**config.mk**
```make
export PLATFORM = sky130hd
export DESIGN_NAME = pid_with_integral_clamp
export DESIGN_NICKNAME = d
export VERILOG_FILES = /design/src/rtl/core/pwic_pkg.sv /design/src/rtl/core/pwic_mul.sv /design/src/rtl/core/pid_with_integral_clamp.sv
export SDC_FILE = /design/constraint.sdc
export NUM_CORES = 2
export LEC_CHECK = 0
export BUFFER_PORTS_ARGS = -buffer_cell sky130_fd_sc_hd__buf_2
export CORE_UTILIZATION = 45
export CTS_BUF_LIST = sky130_fd_sc_hd__clkbuf_16
export DETAILED_ROUTE_END_ITERATION = 10
export PLACE_DENSITY_LB_ADDON = 0.3
export SLEW_MARGIN = 10
export SYNTH_ARGS = -nofsm -noshare
export SYNTH_HDL_FRONTEND = slang
export SYNTH_HIERARCHICAL = 1
export SYNTH_SLANG_ARGS = --single-unit
export TNS_END_PERCENT = 50
```
**constraint.sdc**
```tcl
create_clock -name clk_i -period 12.2 [get_ports clk_i]
set_clock_uncertainty 0.1 [all_clocks]
set_input_delay 1.22 -clock clk_i [delete_from_list [all_inputs] [get_ports clk_i]]
set_output_delay 1.22 -clock clk_i [all_outputs]
set_load 0.01 [all_outputs]
```
**src/rtl/core/pwic_pkg.sv**
```systemverilog
// Shared types and constants for the PID controller with integral clamp.
package pwic_pkg;

  localparam int unsigned DATA_WIDTH_DEF = 32;
  localparam int unsigned FRAC_BITS_DEF  = 16;

  localparam int unsigned GAIN_W  = 31;
  localparam int unsigned BOUND_W = 47;
  localparam int unsigned CFG_W   = 47;
  localparam int unsigned IDX_W   = 3;
  localparam int unsigned ACC_W   = 48;
  localparam int unsigned OUT_W   = 32;
  localparam int unsigned MUL_W   = 32;
  localparam int unsigned OP_W    = 2 * MUL_W;
  localparam int unsigned PROD_W  = MUL_W + GAIN_W;
  localparam int unsigned FULL_W  = PROD_W + MUL_W;
  localparam int unsigned CAP_EXP = 60;
  localparam int unsigned TERM_W  = CAP_EXP + 1;
  localparam int unsigned SUM_W   = 64;

  localparam logic signed [SUM_W-1:0] ACC_MAX = (SUM_W'(1) << (ACC_W - 1)) - SUM_W'(1);
  localparam logic signed [SUM_W-1:0] ACC_MIN = -ACC_MAX - SUM_W'(1);

  typedef enum logic [6:0] {
    ST_IDLE  = 7'b0000001,
    ST_LOAD  = 7'b0000010,
    ST_LO    = 7'b0000100,
    ST_HI    = 7'b0001000,
    ST_FIN   = 7'b0010000,
    ST_APPLY = 7'b0100000,
    ST_OUT   = 7'b1000000
  } state_e;

  typedef enum logic [3:0] {
    TM_PROP  = 4'b0001,
    TM_DERIV = 4'b0010,
    TM_STEP  = 4'b0100,
    TM_INT   = 4'b1000
  } term_e;

  typedef enum logic [IDX_W-1:0] {
    CFG_MODE  = 3'd0,
    CFG_KP    = 3'd1,
    CFG_KI    = 3'd2,
    CFG_KD    = 3'd3,
    CFG_TS    = 3'd4,
    CFG_LIMIT = 3'd5,
    CFG_BOUND = 3'd6
  } cfg_idx_e;

  typedef struct packed {
    logic              en;
    logic [MUL_W-1:0]  digit;
    logic [GAIN_W-1:0] gain;
  } mul_req_t;

endpackage

```
**src/rtl/core/pwic_mul.sv**
```systemverilog
// Shared registered multiplier: one operand digit times one gain per cycle while the request is enabled.
module pwic_mul (
  input  logic                           clk_i,
  input  pwic_pkg::mul_req_t             req_i,
  output logic [pwic_pkg::PROD_W-1:0]    prod_o
);

  logic [pwic_pkg::PROD_W-1:0] prod_q;

  always_ff @(posedge clk_i) begin
    if (req_i.en) begin
      prod_q <= pwic_pkg::PROD_W'(req_i.digit) * pwic_pkg::PROD_W'(req_i.gain);
    end
  end

  assign prod_o = prod_q;

endmodule

```
**src/rtl/core/pid_with_integral_clamp.sv**
```systemverilog
// PID / PD controller with integral clamp; one shared multiplier under a sequencer.
// The next item is taken only after the last one is through the sequencer; each gain
// term takes five sequencer steps, two of them passes through the 32x31 multiplier.
// A finished result waits in the output register while the next item is taken.
// Reset (async, low) clears integral, previous error and config to defaults.
module pid_with_integral_clamp #(
  parameter int unsigned DATA_WIDTH = pwic_pkg::DATA_WIDTH_DEF,
  parameter int unsigned FRAC_BITS  = pwic_pkg::FRAC_BITS_DEF,
  localparam int unsigned InDataW   = ((DATA_WIDTH + 7) / 8) * 8
) (
  input  logic                          clk_i,
  input  logic                          rst_ni,
  input  logic                          cfg_valid_i,
  output logic                          cfg_ready_o,
  input  logic [pwic_pkg::IDX_W-1:0]    cfg_index_i,
  input  logic [pwic_pkg::CFG_W-1:0]    cfg_data_i,
  input  logic                          s_axis_tvalid,
  output logic                          s_axis_tready,
  input  logic [InDataW-1:0]            s_axis_tdata,   // [DATA_WIDTH-1:0] error_sample
  output logic                          m_axis_tvalid,
  input  logic                          m_axis_tready,
  output logic [pwic_pkg::OUT_W-1:0]    m_axis_tdata,   // [31:0] drive_value
  output logic                          m_axis_tuser    // [0] saturated
);

  localparam int unsigned OpW   = pwic_pkg::OP_W;
  localparam int unsigned MulW  = pwic_pkg::MUL_W;
  localparam int unsigned SumW  = pwic_pkg::SUM_W;
  localparam int unsigned AccW  = pwic_pkg::ACC_W;
  localparam int unsigned TermW = pwic_pkg::TERM_W;
  localparam int unsigned FullW = pwic_pkg::FULL_W;
  localparam int unsigned GainW = pwic_pkg::GAIN_W;
  localparam logic [FullW-1:0] CapFull = FullW'(1) << pwic_pkg::CAP_EXP;

  // configuration
  logic                         mode_pd_q;
  logic [GainW-1:0]             kp_q, ki_q, kd_q, ts_q, limit_q;
  logic [pwic_pkg::BOUND_W-1:0] bound_q;

  assign cfg_ready_o = 1'b1;

  always_ff @(posedge clk_i or negedge rst_ni) begin
    if (!rst_ni) begin
      mode_pd_q <= 1'b0;
      kp_q      <= '0;
      ki_q      <= '0;
      kd_q      <= '0;
      ts_q      <= '0;
      limit_q   <= '1;
      bound_q   <= '1;
    end else if (cfg_valid_i && cfg_ready_o) begin
      unique case (pwic_pkg::cfg_idx_e'(cfg_index_i))
        pwic_pkg::CFG_MODE:  mode_pd_q <= cfg_data_i[0];
        pwic_pkg::CFG_KP:    kp_q      <= cfg_data_i[GainW-1:0];
        pwic_pkg::CFG_KI:    ki_q      <= cfg_data_i[GainW-1:0];
        pwic_pkg::CFG_KD:    kd_q      <= cfg_data_i[GainW-1:0];
        pwic_pkg::CFG_TS:    ts_q      <= cfg_data_i[GainW-1:0];
        pwic_pkg::CFG_LIMIT: limit_q   <= cfg_data_i[GainW-1:0];
        pwic_pkg::CFG_BOUND: bound_q   <= cfg_data_i[pwic_pkg::BOUND_W-1:0];
        default: ;
      endcase
    end
  end

  // sequencer and datapath
  pwic_pkg::state_e state_q, state_d;
  pwic_pkg::term_e  term_q;

  logic signed [DATA_WIDTH-1:0] e_q, prev_q;
  logic signed [AccW-1:0]       integral_q, int_new_q;
  logic signed [SumW-1:0]       sum_q;
  logic [OpW-1:0]               mag_q;
  logic                         neg_q;
  logic [pwic_pkg::PROD_W-1:0]  acc_lo_q;
  logic [TermW-1:0]             tmag_q;
  logic                         m_valid_q, m_sat_q;
  logic [pwic_pkg::OUT_W-1:0]   m_drive_q;

  logic [DATA_WIDTH:0]          diff;
  logic [OpW-1:0]               op_val, op_mag;
  logic [GainW-1:0]             gain_sel;
  pwic_pkg::mul_req_t           mul_req;
  logic [pwic_pkg::PROD_W-1:0]  prod;
  logic [FullW-1:0]             full, shifted;
  logic signed [SumW-1:0]       term_s, isum, lim_s, bnd_s, int_ext;
  logic                         out_free;

  assign diff = {e_q[DATA_WIDTH-1], e_q} - {prev_q[DATA_WIDTH-1], prev_q};

  always_comb begin
    unique case (term_q)
      pwic_pkg::TM_PROP, pwic_pkg::TM_STEP:
        op_val = {{(OpW-DATA_WIDTH){e_q[DATA_WIDTH-1]}}, e_q};
      pwic_pkg::TM_DERIV:
        op_val = {{(OpW-DATA_WIDTH-1){diff[DATA_WIDTH]}}, diff};
      pwic_pkg::TM_INT:
        op_val = {{(OpW-AccW){int_new_q[AccW-1]}}, int_new_q};
      default: op_val = '0;
    endcase
    unique case (term_q)
      pwic_pkg::TM_PROP:  gain_sel = kp_q;
      pwic_pkg::TM_DERIV: gain_sel = kd_q;
      pwic_pkg::TM_STEP:  gain_sel = ts_q;
      pwic_pkg::TM_INT:   gain_sel = ki_q;
      default:            gain_sel = '0;
    endcase
  end

  assign op_mag = op_val[OpW-1] ? (~op_val + OpW'(1)) : op_val;

  assign mul_req.en    = (state_q == pwic_pkg::ST_LO) || (state_q == pwic_pkg::ST_HI);
  assign mul_req.digit = (state_q == pwic_pkg::ST_LO) ? mag_q[MulW-1:0] : mag_q[OpW-1:MulW];
  assign mul_req.gain  = gain_sel;

  pwic_mul u_mul (
    .clk_i  (clk_i),
    .req_i  (mul_req),
    .prod_o (prod)
  );

  assign full    = {prod, {MulW{1'b0}}} + FullW'(acc_lo_q);
  assign shifted = full >> FRAC_BITS;

  assign term_s  = neg_q ? -$signed(SumW'(tmag_q)) : $signed(SumW'(tmag_q));
  assign isum    = $signed({{(SumW-AccW){integral_q[AccW-1]}}, integral_q}) + term_s;
  assign lim_s   = $signed(SumW'(limit_q));
  assign bnd_s   = $signed(SumW'(bound_q));
  assign int_ext = $signed({{(SumW-AccW){int_new_q[AccW-1]}}, int_new_q});
  assign out_free = !m_valid_q || m_axis_tready;

  always_comb begin
    state_d = state_q;
    unique case (state_q)
      pwic_pkg::ST_IDLE:  if (s_axis_tvalid) state_d = pwic_pkg::ST_LOAD;
      pwic_pkg::ST_LOAD:  state_d = pwic_pkg::ST_LO;
      pwic_pkg::ST_LO:    state_d = pwic_pkg::ST_HI;
      pwic_pkg::ST_HI:    state_d = pwic_pkg::ST_FIN;
      pwic_pkg::ST_FIN:   state_d = pwic_pkg::ST_APPLY;
      pwic_pkg::ST_APPLY: begin
        if ((term_q == pwic_pkg::TM_INT) ||
            ((term_q == pwic_pkg::TM_DERIV) && mode_pd_q)) begin
          state_d = pwic_pkg::ST_OUT;
        end else begin
          state_d = pwic_pkg::ST_LOAD;
        end
      end
      pwic_pkg::ST_OUT:   if (out_free) state_d = pwic_pkg::ST_IDLE;
      default:            state_d = pwic_pkg::ST_IDLE;
    endcase
  end

  assign s_axis_tready = (state_q == pwic_pkg::ST_IDLE);

  always_ff @(posedge clk_i or negedge rst_ni) begin
    if (!rst_ni) begin
      state_q    <= pwic_pkg::ST_IDLE;
      term_q     <= pwic_pkg::TM_PROP;
      integral_q <= '0;
      prev_q     <= '0;
      m_valid_q  <= 1'b0;
    end else begin
      state_q <= state_d;
      if (m_axis_tready && (state_q != pwic_pkg::ST_OUT)) m_valid_q <= 1'b0;
      unique case (state_q)
        pwic_pkg::ST_IDLE: term_q <= pwic_pkg::TM_PROP;
        pwic_pkg::ST_APPLY: begin
          unique case (term_q)
            pwic_pkg::TM_PROP:  term_q <= pwic_pkg::TM_DERIV;
            pwic_pkg::TM_DERIV: term_q <= pwic_pkg::TM_STEP;
            pwic_pkg::TM_STEP:  term_q <= pwic_pkg::TM_INT;
            default:            term_q <= pwic_pkg::TM_PROP;
          endcase
        end
        pwic_pkg::ST_OUT: begin
          if (out_free) begin
            m_valid_q <= 1'b1;
            prev_q    <= e_q;
            if (!mode_pd_q) begin
              if (int_ext > bnd_s)       integral_q <= bnd_s[AccW-1:0];
              else if (int_ext < -bnd_s) integral_q <= -bnd_s[AccW-1:0];
              else                       integral_q <= int_new_q;
            end
          end
        end
        default: ;
      endcase
    end
  end

  // payload registers
  always_ff @(posedge clk_i) begin
    unique case (state_q)
      pwic_pkg::ST_IDLE: begin
        e_q   <= s_axis_tdata[DATA_WIDTH-1:0];
        sum_q <= '0;
      end
      pwic_pkg::ST_LOAD: begin
        mag_q <= op_mag;
        neg_q <= op_val[OpW-1];
      end
      pwic_pkg::ST_HI:  acc_lo_q <= prod;
      pwic_pkg::ST_FIN: tmag_q <= (shifted > CapFull) ? CapFull[TermW-1:0]
                                                      : shifted[TermW-1:0];
      pwic_pkg::ST_APPLY: begin
        if (term_q == pwic_pkg::TM_STEP) begin
          if (isum > pwic_pkg::ACC_MAX)      int_new_q <= pwic_pkg::ACC_MAX[AccW-1:0];
          else if (isum < pwic_pkg::ACC_MIN) int_new_q <= pwic_pkg::ACC_MIN[AccW-1:0];
          else                               int_new_q <= isum[AccW-1:0];
        end else begin
          sum_q <= sum_q + term_s;
        end
      end
      pwic_pkg::ST_OUT: begin
        if (out_free) begin
          if (sum_q >= lim_s) begin
            m_drive_q <= lim_s[pwic_pkg::OUT_W-1:0];
            m_sat_q   <= 1'b1;
          end else if (sum_q <= -lim_s) begin
            m_drive_q <= -lim_s[pwic_pkg::OUT_W-1:0];
            m_sat_q   <= 1'b1;
          end else begin
            m_drive_q <= sum_q[pwic_pkg::OUT_W-1:0];
            m_sat_q   <= 1'b0;
          end
        end
      end
      default: ;
    endcase
  end

  assign m_axis_tvalid = m_valid_q;
  assign m_axis_tdata  = m_drive_q;
  assign m_axis_tuser  = m_sat_q;

  // checks
  a_accept_starts: assert property (@(posedge clk_i) disable iff (!rst_ni)
    (s_axis_tvalid && s_axis_tready) |=> (state_q == pwic_pkg::ST_LOAD))
    else $error("accepted item did not start the sequencer");

  a_drive_bounded: assert property (@(posedge clk_i) disable iff (!rst_ni)
    m_axis_tvalid |->
      ($signed({m_axis_tdata[pwic_pkg::OUT_W-1], m_axis_tdata}) <=
         $signed({2'b00, limit_q})) &&
      ($signed({m_axis_tdata[pwic_pkg::OUT_W-1], m_axis_tdata}) >=
         -$signed({2'b00, limit_q})))
    else $error("drive value outside limit");

  a_sat_at_limit: assert property (@(posedge clk_i) disable iff (!rst_ni)
    (m_axis_tvalid && m_axis_tuser) |->
      ((m_axis_tdata == pwic_pkg::OUT_W'(limit_q)) ||
       (m_axis_tdata == -pwic_pkg::OUT_W'(limit_q))))
    else $error("saturated flag without drive at limit");

endmodule

```
==> results by stage <==
Placement:
- The final RePlAce weighted congestion is 0.9611.
- Detailed placement ended at an HPWL of 204600 um.
- Port buffering added about 120 buffers.

Drt:
- The overall routed net length is around 260000 um.
- Dividing the detail-routed via count by the number of cells gives 5.822.
- The residual antenna-violating net count after detailed routing is 0.
- In the routed design, unresolved DRC markers number 0.
- The detail-routed net length per standard cell is 23.47 um.
- The detailed-routing iteration count for the pre-antenna-repair pass is 6.
- The number of DRC markers in iteration 0 is 5347.
- The detailed router placed 64380 vias in this run.

STA:
- The final period utilization is 0.8658.
- The maximum operating frequency is 0.09468 GHz.
- The number of pins exceeding their max-slew limit in the final report came to 0.
- Setup repair after global routing left no endpoint under its margin.
- The sum of negative setup slack is 0 ns.
- The tightest slew margin relative to the limit is 0.1708.
- The minimum clock period is about 11 ns.
- The final hold violation count came to 0.
- Setup violations remaining at the end of the flow were counted as 0.
- At the pin with the least slew margin, the transition time is about 1.2 ns.

Synth:
- The share of synthesized area in the top cell type comes to 0.2138.
- The dominant register cell in the synthesized netlist is sky130_fd_sc_hd__edfxtp_1.
- In this run, synthesis inferred 413 flip-flops with an integrated enable.
- Synthesis produced a netlist whose cell count is 8736.
- The fraction of the yosys area taken by sequential cells is 0.2441.
- Yosys mapped the design onto 104 distinct sky130hd cell types.
- The synthesized design contains 708 register bits.
- The synthesized area per cell is 9.325 um2.
- By area the synthesized netlist is led by sky130_fd_sc_hd__fa_1, sky130_fd_sc_hd__edfxtp_1, sky130_fd_sc_hd__ha_1, sky130_fd_sc_hd__dfrtp_1, sky130_fd_sc_hd__inv_1.
- The cell area after synthesis is 81470 um2.
- The biggest area contributor in the post-synthesis netlist is sky130_fd_sc_hd__fa_1.
- Counting flops with an async set or reset pin after synthesis yields a share of 0.4167.
- The Yosys step of the flow raised 6 warnings.

Floorplanning:
- The boundary pin count is 123.
- The height of the die is 427.5 um.
- The overall die area is 182700 um2.
- The floorplan has 155 rows.
- The effective utilization at floorplan is 0.4546.
- The die extent in x is 427.5 um.
- The area of the core is between 150000 and 200000 um2.

Cells and area:
- The area taken by multi-input logic gates is 55750 um2.
- The flip-flop and latch area is 19880 um2.
- The number of nets in the layout is 10240.
- In the final layout, the share of cells above drive strength 1 is 0.08561.
- The number of fill cells is 16810.
- The layout overhead on the synthesized area is 6.790%.

Critical path:
- The end of the worst register-to-register path is u_mul/prod_o[56].
- In this run the worst path has a maximum fanout of 32.
- The worst setup path is of the reg2reg kind.
- The startpoint of the worst register-to-register path is term_q[1].
- The register-to-register setup slack is roughly 1.6 ns.
- At the worst endpoint, the required time is between 10 and 15 ns.
- The data arrival time of the critical path is 10.89 ns.
- The capturing element type of the critical path is a flop.
- STA classifies the critical path startpoint as a flop.
- The worst register-to-register path has a depth of 26.

CTS:
- The maximum buffer depth of the clock tree is 3.
- The clock reaches the later pin of the worst-skew pair after 0.71 ns.
- After clock tree synthesis, the flow added hold-fix buffers numbering 0.
- The number of buffers created by CTS is 80.
- The clock-pin slew on the worst setup and hold paths is 0.06 ns.
- The number of cells upsized or downsized after cts is 0.
- The tree is rooted in a sky130_fd_sc_hd__clkbuf_16.
- Once the clock tree was built, the setup fixing pass inserted 0 buffers.
- TritonCTS built the clock tree.
- The TritonCTS sink count is 708.
- The clock tree synthesis step divided the H-tree into 3 levels.

Global route:
- The global-route wire length before repair is 396600 um.
- Entering global routing, the biggest net connects 163 pins.
- The combined global-route utilization of all metal layers is 0.2858.
- Global routing finished with a remaining overflow of 0.
- The initial antenna violation count was 18.
- The number of global-route vias before repair is 65100.

Outcome:
- The run finished with clean final reports.

Job:
- Across the run, the number of max-cap violations was 0.

Hold path:
- The class of the tightest hold or removal check is in2async.
## kinds of logic after synthesis
kind of cell | synth area share
buffers and inverters | 0.07372
XOR/XNOR | 0.04234
multiplexers | 0.03963
adder cells (fa/ha/maj) | 0.3145
other | 0.00009219
AO/OA/AOI/OAI | 0.1216
AND/OR/NAND/NOR | 0.1640
flip-flops | 0.2441
## flip-flops by register name, summed over array words and instances (netlist names), 47 cells and up
register / flops
mag_q: 64
sum_q: 64
u_mul/prod_o: 63
tmag_q: 61
int_new_q: 48
integral_q: 48
acc_lo_q: 47
bound_q: 47
## how the worst max path moves through the flow
| stage | startpoint | to | slack, ns | depth (start not counted) |
|---|---|---|---|---|
| after detailed placement | term_q[1] | u_mul/prod_o[56] | 1.64 | 26 |
| after global placement | term_q[1] | u_mul/prod_o[56] | 1.78 | 26 |
| after global routing | term_q[1] | u_mul/prod_o[55] | 1.20 | 27 |
| final | term_q[1] | u_mul/prod_o[56] | 1.64 | 26 |
| after CTS | term_q[1] | u_mul/prod_o[56] | 1.53 | 26 |
| after floorplan | term_q[1] | u_mul/prod_o[55] | 2.47 | 34 |
## layout by cell type, fill, tap and decap left out, types with 184 or more instances in the layout
| cell | n |
|---|---|
| sky130_fd_sc_hd__inv_1 | 1156 |
| sky130_fd_sc_hd__nand2_1 | 985 |
| sky130_fd_sc_hd__fa_1 | 870 |
| sky130_fd_sc_hd__ha_1 | 656 |
| sky130_fd_sc_hd__and2_1 | 550 |
| sky130_fd_sc_hd__edfxtp_1 | 413 |
| sky130_fd_sc_hd__nor2_1 | 404 |
| sky130_fd_sc_hd__a21oi_1 | 376 |
| sky130_fd_sc_hd__o21ai_0 | 351 |
| sky130_fd_sc_hd__xnor2_1 | 275 |
| sky130_fd_sc_hd__mux2_2 | 228 |
| sky130_fd_sc_hd__dfrtp_1 | 215 |
| sky130_fd_sc_hd__a21o_1 | 184 |
## layout make-up
| type | instances | area share |
|---|---|---|
| clock buffers | 85 | 0.02445 |
| flip-flops and latches | 708 | 0.2286 |
| diodes | 12 | 0.0003452 |
| clock inverters | 64 | 0.005724 |
| well taps | 2355 | 0.03387 |
| repair buffers | 230 | 0.01677 |
| multi-input cells | 6459 | 0.6409 |
| inverters | 1145 | 0.04940 |
## critical path, stage by stage, from the launching register on
cell                       delay (ns)
sky130_fd_sc_hd__dfrtp_1         0.89
sky130_fd_sc_hd__nor4b_2         0.38
sky130_fd_sc_hd__buf_4           0.51
sky130_fd_sc_hd__a22oi_1         0.18
sky130_fd_sc_hd__nand2_1         0.74
sky130_fd_sc_hd__buf_4           0.37
sky130_fd_sc_hd__nand2_1         0.13
sky130_fd_sc_hd__fa_1            0.56
sky130_fd_sc_hd__inv_1           0.05
sky130_fd_sc_hd__fa_1            0.47
sky130_fd_sc_hd__fa_1            0.57
sky130_fd_sc_hd__fa_1            0.53
sky130_fd_sc_hd__fa_1            0.53
sky130_fd_sc_hd__fa_1            0.53
sky130_fd_sc_hd__fa_1            0.54
sky130_fd_sc_hd__inv_1           0.05
sky130_fd_sc_hd__fa_1            0.57
sky130_fd_sc_hd__inv_1           0.06
sky130_fd_sc_hd__ha_1            0.38
sky130_fd_sc_hd__a21oi_1         0.22
sky130_fd_sc_hd__o21bai_1        0.09
sky130_fd_sc_hd__a221oi_1        0.28
sky130_fd_sc_hd__o21ai_0         0.27
sky130_fd_sc_hd__a31o_1          0.30
sky130_fd_sc_hd__a211oi_1        0.47
sky130_fd_sc_hd__nor4bb_1        0.12
sky130_fd_sc_hd__a311o_1         0.34
## stage by stage
step	cells	utilization	area (um2)	setup WS (ns)	hold slack [ns]
global placement	10900	0.4707	84340	1.783	0.3761
global route	11060	0.4855	86990	1.200	0.4159
finish	11060	0.4855	87000	1.638	0.4013
CTS	11050	0.4853	86960	1.533	0.4000
floorplan	8751	-	81520	2.473	0.3244
detailed placement	10900	0.4707	84340	1.640	0.3878
## Yosys cell counts (25+ instances only)
master	n
sky130_fd_sc_hd__a211oi_1	55
sky130_fd_sc_hd__a21o_1	184
sky130_fd_sc_hd__a21oi_1	376
sky130_fd_sc_hd__a22oi_1	85
sky130_fd_sc_hd__a31oi_1	51
sky130_fd_sc_hd__and2_1	552
sky130_fd_sc_hd__and3_1	39
sky130_fd_sc_hd__clkbuf_1	404
sky130_fd_sc_hd__dfrtp_1	215
sky130_fd_sc_hd__dfstp_2	80
sky130_fd_sc_hd__edfxtp_1	413
sky130_fd_sc_hd__fa_1	870
sky130_fd_sc_hd__ha_1	656
sky130_fd_sc_hd__inv_1	1144
sky130_fd_sc_hd__mux2_2	228
sky130_fd_sc_hd__mux2i_1	66
sky130_fd_sc_hd__nand2_1	987
sky130_fd_sc_hd__nand2b_1	43
sky130_fd_sc_hd__nand3_1	113
sky130_fd_sc_hd__nand4_1	139
sky130_fd_sc_hd__nor2_1	405
sky130_fd_sc_hd__nor2b_1	41
sky130_fd_sc_hd__nor3_1	132
sky130_fd_sc_hd__nor4_1	64
sky130_fd_sc_hd__o211ai_1	34
sky130_fd_sc_hd__o21a_1	48
sky130_fd_sc_hd__o21ai_0	351
sky130_fd_sc_hd__o21bai_1	49
sky130_fd_sc_hd__o31ai_1	52
sky130_fd_sc_hd__or3_1	46
sky130_fd_sc_hd__or4_1	25
sky130_fd_sc_hd__xnor2_1	275
sky130_fd_sc_hd__xor2_1	117
## layer usage
metal,vias to the layer above,GRT usage,routed length (um)
met1,32390,0.3820,109000
met3,483,0.03440,16270
met4,0,0.1255,12680
met5,-,0,0
met2,2342,0.4653,121700
li1,29170,-,-
Power is not shown: default switching activity piles up to over one toggle a cycle in this logic, so the estimate is an artifact.
